$ cat config.mk
export PLATFORM = sky130hd
export DESIGN_NAME = id3v2_tag_stream_parser
export DESIGN_NICKNAME = d
export VERILOG_FILES = /design/src/design/id3p_pkg.sv /design/src/design/id3p_core.sv /design/src/design/id3p_out_buf.sv /design/src/design/id3v2_tag_stream_parser.sv
export SDC_FILE = /design/constraint.sdc
export NUM_CORES = 1
export LEC_CHECK = 0
export ABC_AREA = 1
export BUFFER_PORTS_ARGS = -buffer_cell sky130_fd_sc_hd__buf_4
export CAP_MARGIN = 10
export CORE_AREA = 2 2 245 247
export DETAILED_ROUTE_END_ITERATION = 7
export DIE_AREA = 0 0 247 249
export PLACE_DENSITY = 0.7
export SLEW_MARGIN = 20
export SYNTH_ARGS = -nofsm -noshare
export SYNTH_HDL_FRONTEND = slang
export SYNTH_SLANG_ARGS = --single-unit
$ cat constraint.sdc
create_clock -name clk -period 12.4 [get_ports clk]
set_input_delay 1.24 -clock clk [delete_from_list [all_inputs] [get_ports clk]]
set_output_delay 1.24 -clock clk [all_outputs]
set_load 0.01 [all_outputs]
$ cat src/design/id3p_pkg.sv
// ----------------------------------------------------------------------------
// id3p_pkg
// Shared types, result kinds and label constants for the ID3v2 tag parser.
// ----------------------------------------------------------------------------
package id3p_pkg;

  typedef enum logic [2:0] {
    PH_IDLE    = 3'd0,
    PH_TAGHDR  = 3'd1,
    PH_FRMHDR  = 3'd2,
    PH_PAYLOAD = 3'd3,
    PH_DONE    = 3'd4
  } phase_t;

  localparam logic [2:0] KIND_TAG_HDR = 3'd0;
  localparam logic [2:0] KIND_FRM_HDR = 3'd1;
  localparam logic [2:0] KIND_PAYLOAD = 3'd2;
  localparam logic [2:0] KIND_NOT_TAG = 3'd3;
  localparam logic [2:0] KIND_PAD_END = 3'd4;

  // Header field positions
  localparam logic [3:0] POS_LABEL_END = 4'd3;
  localparam logic [3:0] POS_VER_END   = 4'd6;
  localparam logic [3:0] POS_ID_END    = 4'd4;
  localparam logic [3:0] POS_SIZE_END  = 4'd8;
  localparam logic [3:0] POS_LAST      = 4'd9;

  localparam int unsigned SIZE_W  = 28;
  localparam int unsigned COUNT_W = 29;
  localparam logic [COUNT_W-1:0] FRAME_HDR_LEN = 29'd10;

  typedef struct packed {
    logic [7:0] data_byte;
    logic       tag_start;
  } in_item_t;

  typedef struct packed {
    logic [2:0]        result_kind;
    logic [7:0]        version_major;
    logic [7:0]        version_minor;
    logic [7:0]        tag_flags;
    logic [SIZE_W-1:0] tag_length;
    logic [31:0]       frame_id;
    logic [SIZE_W-1:0] frame_length;
    logic [15:0]       frame_flags;
    logic [7:0]        payload_byte;
    logic              last_of_frame;
    logic              tag_done;
  } out_item_t;

  // "ID3"
  function automatic logic [7:0] label_char(input logic [1:0] idx);
    logic [7:0] c;
    unique case (idx)
      2'd0:    c = 8'h49;
      2'd1:    c = 8'h44;
      default: c = 8'h33;
    endcase
    return c;
  endfunction

endpackage

$ cat src/design/id3p_core.sv
// ----------------------------------------------------------------------------
// id3p_core
// Parse state and per-byte update; produces at most one result per item.
// ----------------------------------------------------------------------------
module id3p_core (
  input  logic                clk,
  input  logic                rst_n,
  input  logic                take,
  input  id3p_pkg::in_item_t  item,
  output logic                res_push,
  output id3p_pkg::out_item_t res
);
  import id3p_pkg::*;

  phase_t              phase_r, phase_nxt, ph;
  logic [3:0]          pos_r, pos_nxt, pos;
  logic [31:0]         id_r, id_nxt, id_e;
  logic [SIZE_W-1:0]   size_r, size_nxt, size_e;
  logic [15:0]         flag_r, flag_nxt, flag_e;
  logic [23:0]         ver_r, ver_nxt, ver_e;
  logic [SIZE_W-1:0]   tsize_r, tsize_nxt, tsize_e;
  logic [COUNT_W-1:0]  cons_r, cons_nxt, cons_e;
  logic [SIZE_W-1:0]   left_r, left_nxt, left_e;

  logic [7:0]          b;
  logic [SIZE_W-1:0]   ss;
  logic [COUNT_W:0]    cons_sum;
  logic [COUNT_W-1:0]  cons_new;
  logic [SIZE_W-1:0]   left_dec;
  logic                push;
  out_item_t           r;

  always_comb begin
    b      = item.data_byte;
    // start mark clears everything and reopens the tag header
    ph     = item.tag_start ? PH_TAGHDR : phase_r;
    pos    = item.tag_start ? '0 : pos_r;
    id_e   = item.tag_start ? '0 : id_r;
    size_e = item.tag_start ? '0 : size_r;
    flag_e = item.tag_start ? '0 : flag_r;
    ver_e  = item.tag_start ? '0 : ver_r;
    tsize_e = item.tag_start ? '0 : tsize_r;
    cons_e = item.tag_start ? '0 : cons_r;
    left_e = item.tag_start ? '0 : left_r;

    ss       = {size_e[SIZE_W-8:0], b[6:0]};
    cons_sum = {1'b0, cons_e} + {1'b0, FRAME_HDR_LEN} + {2'b00, size_e};
    cons_new = cons_sum[COUNT_W] ? {COUNT_W{1'b1}} : cons_sum[COUNT_W-1:0];
    left_dec = (left_e != '0) ? left_e - 1'b1 : '0;

    phase_nxt = ph;
    pos_nxt   = pos;
    id_nxt    = id_e;
    size_nxt  = size_e;
    flag_nxt  = flag_e;
    ver_nxt   = ver_e;
    tsize_nxt = tsize_e;
    cons_nxt  = cons_e;
    left_nxt  = left_e;
    push      = 1'b0;
    r         = '0;

    unique case (ph)
      PH_TAGHDR: begin
        if (pos < POS_LABEL_END && b != label_char(pos[1:0])) begin
          phase_nxt     = PH_DONE;
          push          = 1'b1;
          r.result_kind = KIND_NOT_TAG;
          r.tag_done    = 1'b1;
        end else if (pos < POS_LAST) begin
          if (pos >= POS_LABEL_END && pos < POS_VER_END) begin
            ver_nxt = {ver_e[15:0], b};
          end else if (pos >= POS_VER_END) begin
            size_nxt = ss;
          end
          pos_nxt = pos + 4'd1;
        end else begin
          tsize_nxt       = ss;
          pos_nxt         = '0;
          size_nxt        = '0;
          push            = 1'b1;
          r.result_kind   = KIND_TAG_HDR;
          r.version_major = ver_e[23:16];
          r.version_minor = ver_e[15:8];
          r.tag_flags     = ver_e[7:0];
          r.tag_length    = ss;
          if (cons_e >= {1'b0, ss}) begin
            phase_nxt  = PH_DONE;
            r.tag_done = 1'b1;
          end else begin
            phase_nxt = PH_FRMHDR;
          end
        end
      end
      PH_FRMHDR: begin
        if (pos == '0 && b == 8'h00) begin
          phase_nxt     = PH_DONE;
          push          = 1'b1;
          r.result_kind = KIND_PAD_END;
          r.tag_done    = 1'b1;
        end else if (pos < POS_LAST) begin
          if (pos < POS_ID_END) begin
            id_nxt = {id_e[23:0], b};
          end else if (pos < POS_SIZE_END) begin
            size_nxt = ss;
          end else begin
            flag_nxt = {flag_e[7:0], b};
          end
          pos_nxt = pos + 4'd1;
        end else begin
          pos_nxt        = '0;
          left_nxt       = size_e;
          cons_nxt       = cons_new;
          id_nxt         = '0;
          size_nxt       = '0;
          flag_nxt       = '0;
          push           = 1'b1;
          r.result_kind  = KIND_FRM_HDR;
          r.frame_id     = id_e;
          r.frame_length = size_e;
          r.frame_flags  = {flag_e[7:0], b};
          if (size_e != '0) begin
            phase_nxt = PH_PAYLOAD;
          end else begin
            r.last_of_frame = 1'b1;
            if (cons_new >= {1'b0, tsize_e}) begin
              phase_nxt  = PH_DONE;
              r.tag_done = 1'b1;
            end
          end
        end
      end
      PH_PAYLOAD: begin
        push           = 1'b1;
        r.result_kind  = KIND_PAYLOAD;
        r.payload_byte = b;
        left_nxt       = left_dec;
        if (left_dec == '0) begin
          r.last_of_frame = 1'b1;
          if (cons_e >= {1'b0, tsize_e}) begin
            phase_nxt  = PH_DONE;
            r.tag_done = 1'b1;
          end else begin
            phase_nxt = PH_FRMHDR;
          end
        end
      end
      default: begin
        // idle or done: byte ignored
      end
    endcase
  end

  assign res_push = take && push;
  assign res      = r;

  always_ff @(posedge clk) begin
    if (!rst_n) begin
      phase_r <= PH_IDLE;
      pos_r   <= '0;
      id_r    <= '0;
      size_r  <= '0;
      flag_r  <= '0;
      ver_r   <= '0;
      tsize_r <= '0;
      cons_r  <= '0;
      left_r  <= '0;
    end else if (take) begin
      phase_r <= phase_nxt;
      pos_r   <= pos_nxt;
      id_r    <= id_nxt;
      size_r  <= size_nxt;
      flag_r  <= flag_nxt;
      ver_r   <= ver_nxt;
      tsize_r <= tsize_nxt;
      cons_r  <= cons_nxt;
      left_r  <= left_nxt;
    end
  end

endmodule

$ cat src/design/id3p_out_buf.sv
// ----------------------------------------------------------------------------
// id3p_out_buf
// Result register with a skid stage that takes one more result under stall.
// ----------------------------------------------------------------------------
module id3p_out_buf (
  input  logic                clk,
  input  logic                rst_n,
  input  logic                push,
  input  id3p_pkg::out_item_t push_item,
  output logic                full,
  output logic                out_valid,
  input  logic                out_stall,
  output id3p_pkg::out_item_t out_data
);
  import id3p_pkg::*;

  logic      main_vld_r, main_vld_nxt;
  logic      skid_vld_r, skid_vld_nxt;
  out_item_t main_r, main_nxt;
  out_item_t skid_r, skid_nxt;
  logic      pop;

  assign pop = main_vld_r && !out_stall;

  always_comb begin
    main_vld_nxt = main_vld_r;
    skid_vld_nxt = skid_vld_r;
    main_nxt     = main_r;
    skid_nxt     = skid_r;
    if (skid_vld_r) begin
      // no push possible while skid holds an item
      if (pop) begin
        main_nxt     = skid_r;
        skid_vld_nxt = 1'b0;
      end
    end else if (push) begin
      if (!main_vld_r || pop) begin
        main_nxt     = push_item;
        main_vld_nxt = 1'b1;
      end else begin
        skid_nxt     = push_item;
        skid_vld_nxt = 1'b1;
      end
    end else if (pop) begin
      main_vld_nxt = 1'b0;
    end
  end

  always_ff @(posedge clk) begin
    if (!rst_n) begin
      main_vld_r <= 1'b0;
      skid_vld_r <= 1'b0;
    end else begin
      main_vld_r <= main_vld_nxt;
      skid_vld_r <= skid_vld_nxt;
    end
  end

  always_ff @(posedge clk) begin
    main_r <= main_nxt;
    skid_r <= skid_nxt;
  end

  assign full      = skid_vld_r;
  assign out_valid = main_vld_r;
  assign out_data  = main_r;

endmodule

$ cat src/design/id3v2_tag_stream_parser.sv
// Each result is registered (result register or skid stage) before it shows on out_.
// One byte per cycle while in_stall is low; the state update is one pass of logic.
// in_stall rises only while the skid stage behind the result register is full.
// Reset (rst_n low, synchronous) returns to idle, waiting for a start mark,
// and empties both result stages.
// ----------------------------------------------------------------------------
// id3v2_tag_stream_parser
// Byte-stream ID3v2 tag parser: tag header, frame headers and payload bytes.
// ----------------------------------------------------------------------------
module id3v2_tag_stream_parser (
  input  logic                clk,
  input  logic                rst_n,
  input  logic                in_valid,
  output logic                in_stall,
  input  id3p_pkg::in_item_t  in_data,
  output logic                out_valid,
  input  logic                out_stall,
  output id3p_pkg::out_item_t out_data
);
  import id3p_pkg::*;

  logic      take;
  logic      res_push;
  out_item_t res;
  logic      buf_full;

  assign in_stall = buf_full;
  assign take     = in_valid && !buf_full;

  id3p_core u_core (
    .clk      (clk),
    .rst_n    (rst_n),
    .take     (take),
    .item     (in_data),
    .res_push (res_push),
    .res      (res)
  );

  id3p_out_buf u_out (
    .clk       (clk),
    .rst_n     (rst_n),
    .push      (res_push),
    .push_item (res),
    .full      (buf_full),
    .out_valid (out_valid),
    .out_stall (out_stall),
    .out_data  (out_data)
  );

endmodule

* Word level (Yosys, flattened, before mapping)
Cells that the tools add are included.
Widths: inputs -> output; s select.
** Operators by class
- Add/subtract/negate cells :: 4
- $lt $le $gt $ge :: 10
- Equal/unequal tests :: 7
- Mux-type cells :: 96
- Bitwise operators :: 2
- Reductions and logical operators :: 22
** Operators by type and width (count)
- $mux 141 :: 4
- $mux 28 :: 17
- $mux 76 :: 3
- $mux 32 :: 5
- $mux 52 :: 3
- $mux 29 :: 5
- $mux 24 :: 5
- $pmux 28 s2 :: 2
- $mux 16 :: 6
- $ge 29x28->1 :: 3
- $reduce_bool 28->1 :: 2
- $mux 3 :: 12
- $add 29x4->30 const B :: 1
- $add 30x28->30 :: 1
- $logic_not 28->1 :: 1
- $sub 28x1->28 const B :: 1
- $mux 1 :: 18
- $pmux 3 s3 :: 2
- $mux 4 :: 4
- $mux 8 :: 2
- $pmux 7 s2 :: 1
- $reduce_and 3->1 :: 3
- $logic_not 8->1 :: 1
- $lt 4x3->1 const B :: 2
- 22 further kinds :: 37
** Storage, ports and cells
- Bits in registers :: 476
- Bits of input ports :: 13
- Output and inout port bits :: 143
- Logic and storage cells :: 174

* Logic depth before layout (Yosys ltp)
Gate-level depths: netlist of run 1.
- Word-level depth :: 13
- Mapped depth :: 40
- Depth with buffers taken out :: 33

* Hierarchy
Synthesis of run 1 repeated with hierarchy kept, for this count alone.
** Unflattened totals
- Cell total of the unflattened synthesis :: 3371
- Area, all modules :: 26143.8 sq um
** By module, submodules not included
- id3p_core :: instances 1, cells an instance 2613, area an instance 15745.1 sq um, seq. area each 3683.5 sq um
- id3p_out_buf :: instances 1, cells an instance 756, area an instance 10388.7 sq um, seq. area each 8508.2 sq um
- id3v2_tag_stream_parser :: instances 1, cells an instance 2, area an instance 10.0 sq um, seq. area each 0.0 sq um

* Worst setup path after synthesis of run 1
Ideal clock, no wire load.
- Path kind :: input -> register
- From :: input port in_data[0] (netlist name)
- To :: register u_out.main_r, in the netlist u_out.out_data[0] (enable)
- Library setup time :: 645 ps
- Data arrival time :: 9187 ps
- Required time :: 11755 ps
- Path slack :: 2569 ps
- Stages on the path :: 16
- Buffers on the path :: 4
- Cells stage by stage :: buf_6 -> inv_4 -> buf_6 -> buf_4 -> buf_2 -> nand2_1 -> ha_1 -> a21oi_2 -> nor2_1 -> nand2_2 -> nand2_1 -> nor2_1 -> o21ai_0 -> o21ai_0 -> inv_1 -> nor2_1
** On the way
- Longest elaborated chain between the ends :: 11
- Elaborated cells between the ends (all ways) :: 22
- Classes of those cells :: order compare: 2; eq/ne: 5; mux: 8; reduce/logical: 7
** RTL lines
- start: declaration :: RTL line id3v2_tag_stream_parser.sv:15 : input id3p_pkg::in_item_t in_data,
- $mux 4 :: RTL line id3p_core.sv:37 : pos = item.tag_start ? '0 : pos_r;
- $eq 2x1->1 or $logic_not 2->1 (tied branches) :: RTL line id3p_pkg.sv:54 : unique case (idx)
- $pmux 7 s2 :: RTL line id3p_pkg.sv:54
- $mux 8 :: RTL line id3p_core.sv:63 : unique case (ph)
- $ne 8x8->1 :: RTL line id3p_core.sv:65 : if (pos < POS_LABEL_END && b != label_char(pos[1:0])) begin
- $logic_and 1x1->1 :: RTL line id3p_core.sv:65
- $mux 1 :: RTL line id3p_core.sv:65
- $pmux 1 s3 (*) :: RTL line id3p_core.sv:63
- $logic_and 1x1->1 (*) :: RTL line id3p_core.sv:154 : assign res_push = take && push;
- $reduce_bool 2->1 (no source line) (*)
- $reduce_and 3->1 (no source line) (*)
- end signal: assignment :: RTL line id3p_out_buf.sv:60 : main_r <= main_nxt;
- end: declaration :: RTL line id3p_out_buf.sv:19 : out_item_t main_r, main_nxt;
Mark *: on every way between the ends. The rest lies on a longest branch, timed or not. The select of a mux whose other input is x is not followed.
A chain may end at the register's enable or synchronous reset.

* Worst setup path in the final report of run 1
- From :: input port in_data[0] (netlist name)
- To :: register u_out.main_r, in the netlist u_out.out_data[108] (enable)
Same word-level chain as after synthesis.

==> results of run 1 <==
## metrics by stage
stage	cell area, um^2	cells
floorplan	26300	3388
global placement	27900	4172
detailed placement	27900	4172
CTS	29500	4260
global route	29500	4260
finish	29500	4260
## flip-flops by register name, summed over array words and instances, names as in the netlist, 8 cells and up
| signal | flops |
|---|---|
| u_out.out_data | 141 |
| u_out.skid_r | 141 |
| u_core.id_r | 32 |
| u_core.cons_r | 29 |
| u_core.left_r | 28 |
| u_core.size_r | 28 |
| u_core.tsize_r | 28 |
| u_core.ver_r | 24 |
| u_core.flag_r | 8 |
## worst max-delay path, stage by stage
cell and delay [ns]:
buf_4 0.33, inv_6 0.51, buf_4 0.72, nand2_2 0.19, nor2_4 0.59, inv_2 0.37
nor2_4 0.25, inv_2 0.09, nand2_1 0.37, inv_1 0.26, nor2_1 0.20, o21ai_0 0.22
o21ai_0 0.22, inv_1 0.11, nor2_4 0.82, buf_12 0.47
## path summary, 6_finish.rpt
check,start,depth (start not counted),endpoint
max reg2reg,u_out.full,9,u_out.out_data[108]
min,u_core.id_r[0],2,u_core.id_r[0]
min reg2reg,u_core.id_r[0],2,u_core.id_r[0]
max,in_data[0],16,u_out.out_data[108]
## report_power, final
| group | internal [uW] | total, uW | switching, uW |
|---|---|---|---|
| Clock | 851 | 1490 | 642 |
| Combinational | 122 | 406 | 283 |
| Sequential | 1690 | 1720 | 25.1 |
| Total | 2670 | 3620 | 950 |
## cell families after synthesis
logic type | count (synthesis)
buffers and inverters | 454
AOI/OAI and AO/OA | 600
DFF | 468
muxes | 2
xor gates and xnor gates | 19
and+or+nand+nor | 1721
adders and majority gates | 124
## layout by cell type (no fill, tap or decap), drive strengths merged, types with 2 or more instances in the layout
cell type     n
clkinvlp      5
ha          122
o21ai       190
clkbuf       57
mux2          2
edfxtp      282
and3          4
o32ai         3
o21bai        8
dfxtp       186
inv         287
nor4          7
nor3         23
o22ai         8
xnor2         6
a211oi       13
a21oi       242
a221oi       12
o21a          3
bufinv        6
a31oi        47
o31ai         8
o221ai       12
clkinv       23
o211ai       38
buf         175
nand4        41
nor2        419
nand2      1045
nand3b        3
a21boi        3
o2111ai       3
nand3       168
or2          10
xor2         13
a21o          5
## metal layers
| layer | vias to the layer above | GRT usage | part of all wire |
|---|---|---|---|
| met2 | 1087 | 0.405 | 0.44 |
| li1 | 11500 | - | - |
| met4 | 0 | 0.0974 | 0.041 |
| met5 | - | 0 | 0 |
| met1 | 11000 | 0.371 | 0.44 |
| met3 | 192 | 0.0350 | 0.079 |
## layout make-up
type	instances	area, um^2
clock inverter	31	367
clock buffer	57	1240
timing repair buffer	175	1340
multi-input combinational	2466	12300
tap	773	967
fill	5612	29200
sequential	468	12200
inverter	290	1100
==> key figures, run 1 <==
Final layout
  – Final #Nets: 3584
  – Core Util, Final: 0.503
  – Inserted Diodes: 0
  – Layout cells sized above 1: 0.0989
  – Area Overhead vs Synth: 12.4%

Floorplan
  – Die width: 247 um
  – Die Area: between 0.06 and 0.07 mm^2
  – Starting density of the core: 0.447
  – Core Rows: 89
  – Die height: around 250 um
  – Top-level I/O count: 156
  – Core Box Area: 0.0587 mm^2

Timing
  – Slew Limit Fails: 0
  – F_max: 143 MHz
  – # setup viols final: 0
  – Max Clock Skew: around 0.028 ns
  – Period minus WS final: 6.98 ns
  – Hold Fails Final Rpt: 0
  – Hold Slack: 0.465 ns
  – Worst Setup Slack, final: ~5.4 ns
  – Slew headroom: 0.254
  – Slew @ Worst Pin: 1.11 ns
  – Sum of negative setup slack: 0 ns
  – RSZ-0062 raised after global routing: false
  – Period utilisation layout: 0.563

Routing
  – Wire per inst: ~19 um
  – 1st-iter DRT viols: 2872
  – Final WL: 82.0 mm
  – Vias: 23800
  – Pre-antenna DRT Iters: 7
  – Final ANT Viol Nets: 0
  – Detailed-route vias per instance: 5.58
  – # DRC: 0

Clock tree
  – Root Buffer: clkbuf_16
  – Clk pin slew, worst setup/hold paths: 0.06 ns
  – Total CTS buffers: 47
  – Clk Latency, worst-skew pair: 0.61 ns
  – # hold bufs at CTS: 0
  – Sinks on the clock net: 468
  – CTS tree: yes
  – Cts repair resizes: 0
  – CTS H-tree lvls: 2
  – Clock Tree Buf Depth: 3
  – Post-CTS Setup Inserts: 0

Run status
  – Run status: finished clean

Synthesis
  – Synthesized area per cell: 7.75 um^2
  – Yosys warns: 0
  – Net Count, Synth: 3524
  – Simple-gate share of the synthesized area: 0.270
  – Xor/xnor share of the synthesized area: 0.00634
  – EDFF count, synth: 282
  – Largest family of logic cells by synthesized area: simple AND/OR/NAND/NOR gates
  – Area leader, netlist: edfxtp_1
  – Commonest cells post-synth: nand2_1, nor2_1, edfxtp_1
  – Count of cell types in the netlist: 59
  – Synth Area in Adders: 0.0593
  – Synth top area cells: edfxtp_1, nand2_1, dfxtp_1, ha_1, nor2_1
  – Synth Instances: 3388
  – Ys flop type: edfxtp_1
  – Most common cell in the synthesized netlist: nand2_1
  – Mux share of post-synthesis cell area: 0.000858
  – Seq cells post-synth: 468
  – Register area share after synthesis: 0.464
  – Yosys top cell area share: 0.323
  – Synthesized cell area: 0.0263 mm^2
  – Post-synth ARST share: 0
  – Compound-gate portion of the synthesized area: 0.131

Flow run
  – Max Cap Viol: 0

Worst setup path
  – Worst setup SP type: input pin
  – Setup crit end kind: register
  – Critical path class: input pin to register
  – Crit path arrival time: 7.22 ns
  – Worst Path Required: between 10 and 15 ns
  – Crit Path Max Fanout: 104
  – Reg2reg setup slack: between 7 and 8 ns

Global routing
  – Vias in the first global route: between 20000 and 25000
  – Initial antenna violation count: 0
  – First-pass GRT wire length: about 130 mm
  – Largest net degree at the start of global routing: approximately 120
  – Global route overflow: 0
  – GRT Total Usage: 0.261

Place
  – Gp weighted congestion: 0.999
  – PortBufs: 155
  – Pre-CTS worst setup slack: 4.92 ns
  – Hpwl dp: 56.9 mm

Pwr
  – Power per Cell Area: 123 mW/mm^2
  – Pleak: 0.0128 uW
  – Max rail drop VDD: 0.000104 V
  – Total power: between 3000 and 4000 uW

Min path
  – Worst min path class: register to register
Power figures use the tool's default switching activity.
==> inputs of run 2 (changes only) <==
Settings changed: ABC_AREA 1 to 0, CORE_AREA 2 2 245 247 to 2 2 236 238, DIE_AREA 0 0 247 249 to 0 0 238 240.
Clock period 12.4 ns to 7.2 ns, I/O delays scaled along.
==> run 2 against run 1 <==
  * First-iteration DRC count shrank 44%
  * Clock-buffer cell count is 7 higher
  * Non-clock buffer count up 32
  * Clock power increased by 73%
  * Sequential share of layout area grew 2.4 points
  * Wire length decreased by 13%
  * Sequential power increased by 70%
  * Global-route usage fell by 1.9 points
  * Hold slack worse by 0.037 ns
  * Die area shrank 7.1%
  * Critical path type is now register to register
  * Largest cell class is now registers
  * Highest routed layer unchanged
==> key figures, run 2 <==
Run status
  – Run status: finished clean

Clock tree
  – Cts repair resizes: 0 (unchanged)
  – Clock Tree Buf Depth: 3 (unchanged)
  – Clk pin slew, worst setup/hold paths: 0.06 ns (about the same)
  – Post-CTS Setup Inserts: 0 (unchanged)
  – Sinks on the clock net: 468 (unchanged)
  – Total CTS buffers: 49 (+4.3%)
  – CTS tree: yes
  – # hold bufs at CTS: 0 (unchanged)
  – CTS H-tree lvls: 2 (unchanged)
  – Root Buffer: clkbuf_16
  – Clk Latency, worst-skew pair: 0.60 ns (about the same)

Final layout
  – Layout cells sized above 1: 0.174 (+0.0749)
  – Area Overhead vs Synth: 14.8%
  – Inserted Diodes: 0 (unchanged)
  – Non-filler instance count after layout: 3177 (-25%)
  – Final #Nets: 2567 (-28%)
  – Most frequent cells in the layout: edfxtp_1, nand2_1, buf_4, nor2b_1, dfxtp_1
  – Most common cell after layout, fill and taps aside: edfxtp_1

Global routing
  – Global route overflow: 0 (unchanged)
  – GRT Total Usage: 0.243 (-0.0185)
  – Vias in the first global route: 18000 (-17%)
  – Largest net degree at the start of global routing: 104 (-12%)
  – Initial antenna violation count: 2 (+2)
  – First-pass GRT wire length: 107 mm (-15%)

Synthesis
  – Post-synth ARST share: 0 (unchanged)
  – Seq cells post-synth: 468 (unchanged)
  – Ys flop type: edfxtp_1
  – EDFF count, synth: 282 (unchanged)
  – Area leader, netlist: edfxtp_1
  – Most common cell in the synthesized netlist: edfxtp_1
  – Synthesized area per cell: 10.4 um^2 (+35%)
  – Synthesized cell area: 0.0243 mm^2 (-7.6%)
  – Commonest cells post-synth: edfxtp_1, nand2_1, nor2b_1
  – Yosys top cell area share: 0.349 (+0.0264)
  – Synth top area cells: edfxtp_1, dfxtp_1, ha_1, mux2_2, nor2b_1
  – Yosys warns: 0 (unchanged)
  – Register area share after synthesis: 0.502 (+0.0380)
  – Net Count, Synth: 2461 (-30%)
  – Count of cell types in the netlist: 80 (+36%)
  – Synth Instances: 2326 (-31%)

Worst setup path
  – CP Capture Point: u_out.out_data[0]
  – Crit Path Max Fanout: 27 (-74%)
  – Slowest-stage cell, CP: a2111o_1
  – Worst r2r path cells: 23 (+14)
  – Crit path arrival time: 6.36 ns (-0.86 ns)
  – Worst Path Required: 7.62 ns (-5.02 ns)
  – Reg-to-reg endpoint: u_out.out_data[0]
  – Delay of the slowest cell on the worst path: 0.43 ns (-0.39 ns)
  – Cells along the critical path: inv_1 -> nor2_1 -> ha_1 -> ha_1 -> fa_1 -> a21o_1 -> a311oi_1 -> buf_4 -> nor4_1 -> a221oi_2 -> o31ai_1 -> a2111oi_4 -> buf_12 -> nand2_1 -> ha_1 -> nand4_1 -> nor3_1 -> buf_4 -> o221ai_1 -> a2111o_1 -> a41o_1 -> o21ba_2 -> o31ai_2
  – Critical path class: register to register
  – R2r startpoint: u_core.size_r[0]
  – Most numerous cell on the critical path: ha_1
  – Worst setup SP type: register
  – Critical Path Start: u_core.size_r[0]
  – Setup crit end kind: register
  – Reg2reg setup slack: 1.26 ns (-5.79 ns)

Timing
  – # setup viols final: 0 (unchanged)
  – Max Clock Skew: 0.0236 ns (-0.00439 ns)
  – Period minus WS final: approximately 5.9 ns
  – RSZ-0062 raised after global routing: false
  – Hold Fails Final Rpt: 0 (unchanged)
  – Slew headroom: 0.318 (+0.0642)
  – Slew Limit Fails: 0 (unchanged)
  – Sum of negative setup slack: 0 ns (unchanged)
  – Period utilisation layout: 0.826
  – F_max: 168 MHz
  – Slew @ Worst Pin: 1.02 ns (-0.0990 ns)

Routing
  – Pre-antenna DRT Iters: 5 (-2)
  – # DRC: 0 (unchanged)
  – Vias: 18800 (-21%)
  – Detailed-route vias per instance: 5.91 (+6.0%)
  – Final ANT Viol Nets: 0 (unchanged)
  – Final WL: 71.0 mm (-13%)
  – Wire per inst: 22.3 um (+16%)
  – 1st-iter DRT viols: 1622 (-44%)

Floorplan
  – Core Box Area: 0.0547 mm^2 (-6.9%)
  – Starting density of the core: 0.444 (-0.00341)
  – Die Area: 0.0571 mm^2 (-7.1%)
  – Die width: 238 um (-3.6%)
  – Core Rows: 86 (-3.4%)
  – Top-level I/O count: 156 (unchanged)
  – Die height: 240 um (-3.6%)

Min path
  – Worst min path class: input pin to register

Place
  – Gp weighted congestion: 0.943 (-5.6%)
  – Placed cell count: 3085 (-26%)
  – Hpwl dp: 48.9 mm (-14%)
  – PortBufs: 155 (unchanged)

Flow run
  – Max Cap Viol: 0 (unchanged)

Pwr
  – Max rail drop VDD: 0.000176 V (+69%)
  – Power per Cell Area: 210 mW/mm^2 (+71%)
  – Pleak: 0.0106 uW (-17%)
[run 2: cell count changes after synthesis, sizes merged, moves of 35 or more]
cell	delta
a22oi	+126
and2	+59
and3	+57
mux2	+112
nor2	-305
inv	-223
nor2b	+189
xnor2	+35
a21oi	-155
o21ai	-94
buf	-35
nand2	-842
nand3	-118
[run 2: per-stage QoR]
step / total power (uW) / instance area [um^2] / hold slack [ns] / setup slack [ns] / utilization
final: 5850 / 27900 / 0.428 / 1.26 / 0.510
after global placement: 3320 / 26200 / 0.465 / 0.871 / 0.480
after global routing: 6020 / 27900 / 0.433 / 0.922 / 0.510
after floorplan: 3170 / 24300 / 0.447 / 0.0100 / -
after detailed placement: 3320 / 26200 / 0.472 / 0.792 / 0.480
after CTS: 5890 / 27900 / 0.413 / 1.33 / 0.510
[run 2: how the worst min path moves through the flow]
stage	cells after the start	startpoint	endpoint
2_1_floorplan	2	u_core.cons_r[11]	u_core.cons_r[11]
3_3_place_gp	2	u_core.cons_r[23]	u_core.cons_r[23]
3_5_place_dp	1	u_core.cons_r[27]	u_core.cons_r[27]
4_1_cts	2	out_stall	u_out.full
5_1_grt	2	out_stall	u_out.full
6_report	2	out_stall	u_out.full
[run 2: cell type report]
cell class,instances,area (um^2)
fillers,4882,26800
flip-flops and latches,468,12200
multi-input cells,1642,11300
repair buffers,207,1610
clock buffers,64,1330
well taps,704,881
clock inverters,28,308
inverters,64,240
[run 2: power breakdown]
group	total, uW	leakage [uW]	internal [uW]	switching (uW)
sequential	2920	0.00387	2900	27.5
combinational	345	0.00598	131	214
clock	2580	0.000798	1500	1080
total	5850	0.0106	4530	1320
[run 2: cell families (layout without fill, tap and decap cells)]
logic type,count (synthesis),after routing,share of synthesized area
compound gates,526,526,0.147
buf+inv,216,363,0.0343
simple gates,816,816,0.176
fa+ha+maj,123,123,0.0636
xor+xnor,56,56,0.0202
flops,468,468,0.502
mux,121,121,0.0558
[run 2: critical path, delay by kind of cell (launching register included)]
family / cells / cell delay, ns
buffers and inverters: 4 / 0.80
DFF: 1 / 0.42
adders and majority gates: 4 / 1.18
AOI/OAI and AO/OA: 10 / 2.71
and+or+nand+nor: 5 / 0.65
[run 2: layer usage]
metal | vias up | routed length [um] | GRT usage
met5 | - | 0 | 0
met4 | 0 | 3390 | 0.109
met3 | 179 | 4560 | 0.0359
met2 | 718 | 32400 | 0.393
met1 | 9135 | 30700 | 0.323
li1 | 8752 | - | -
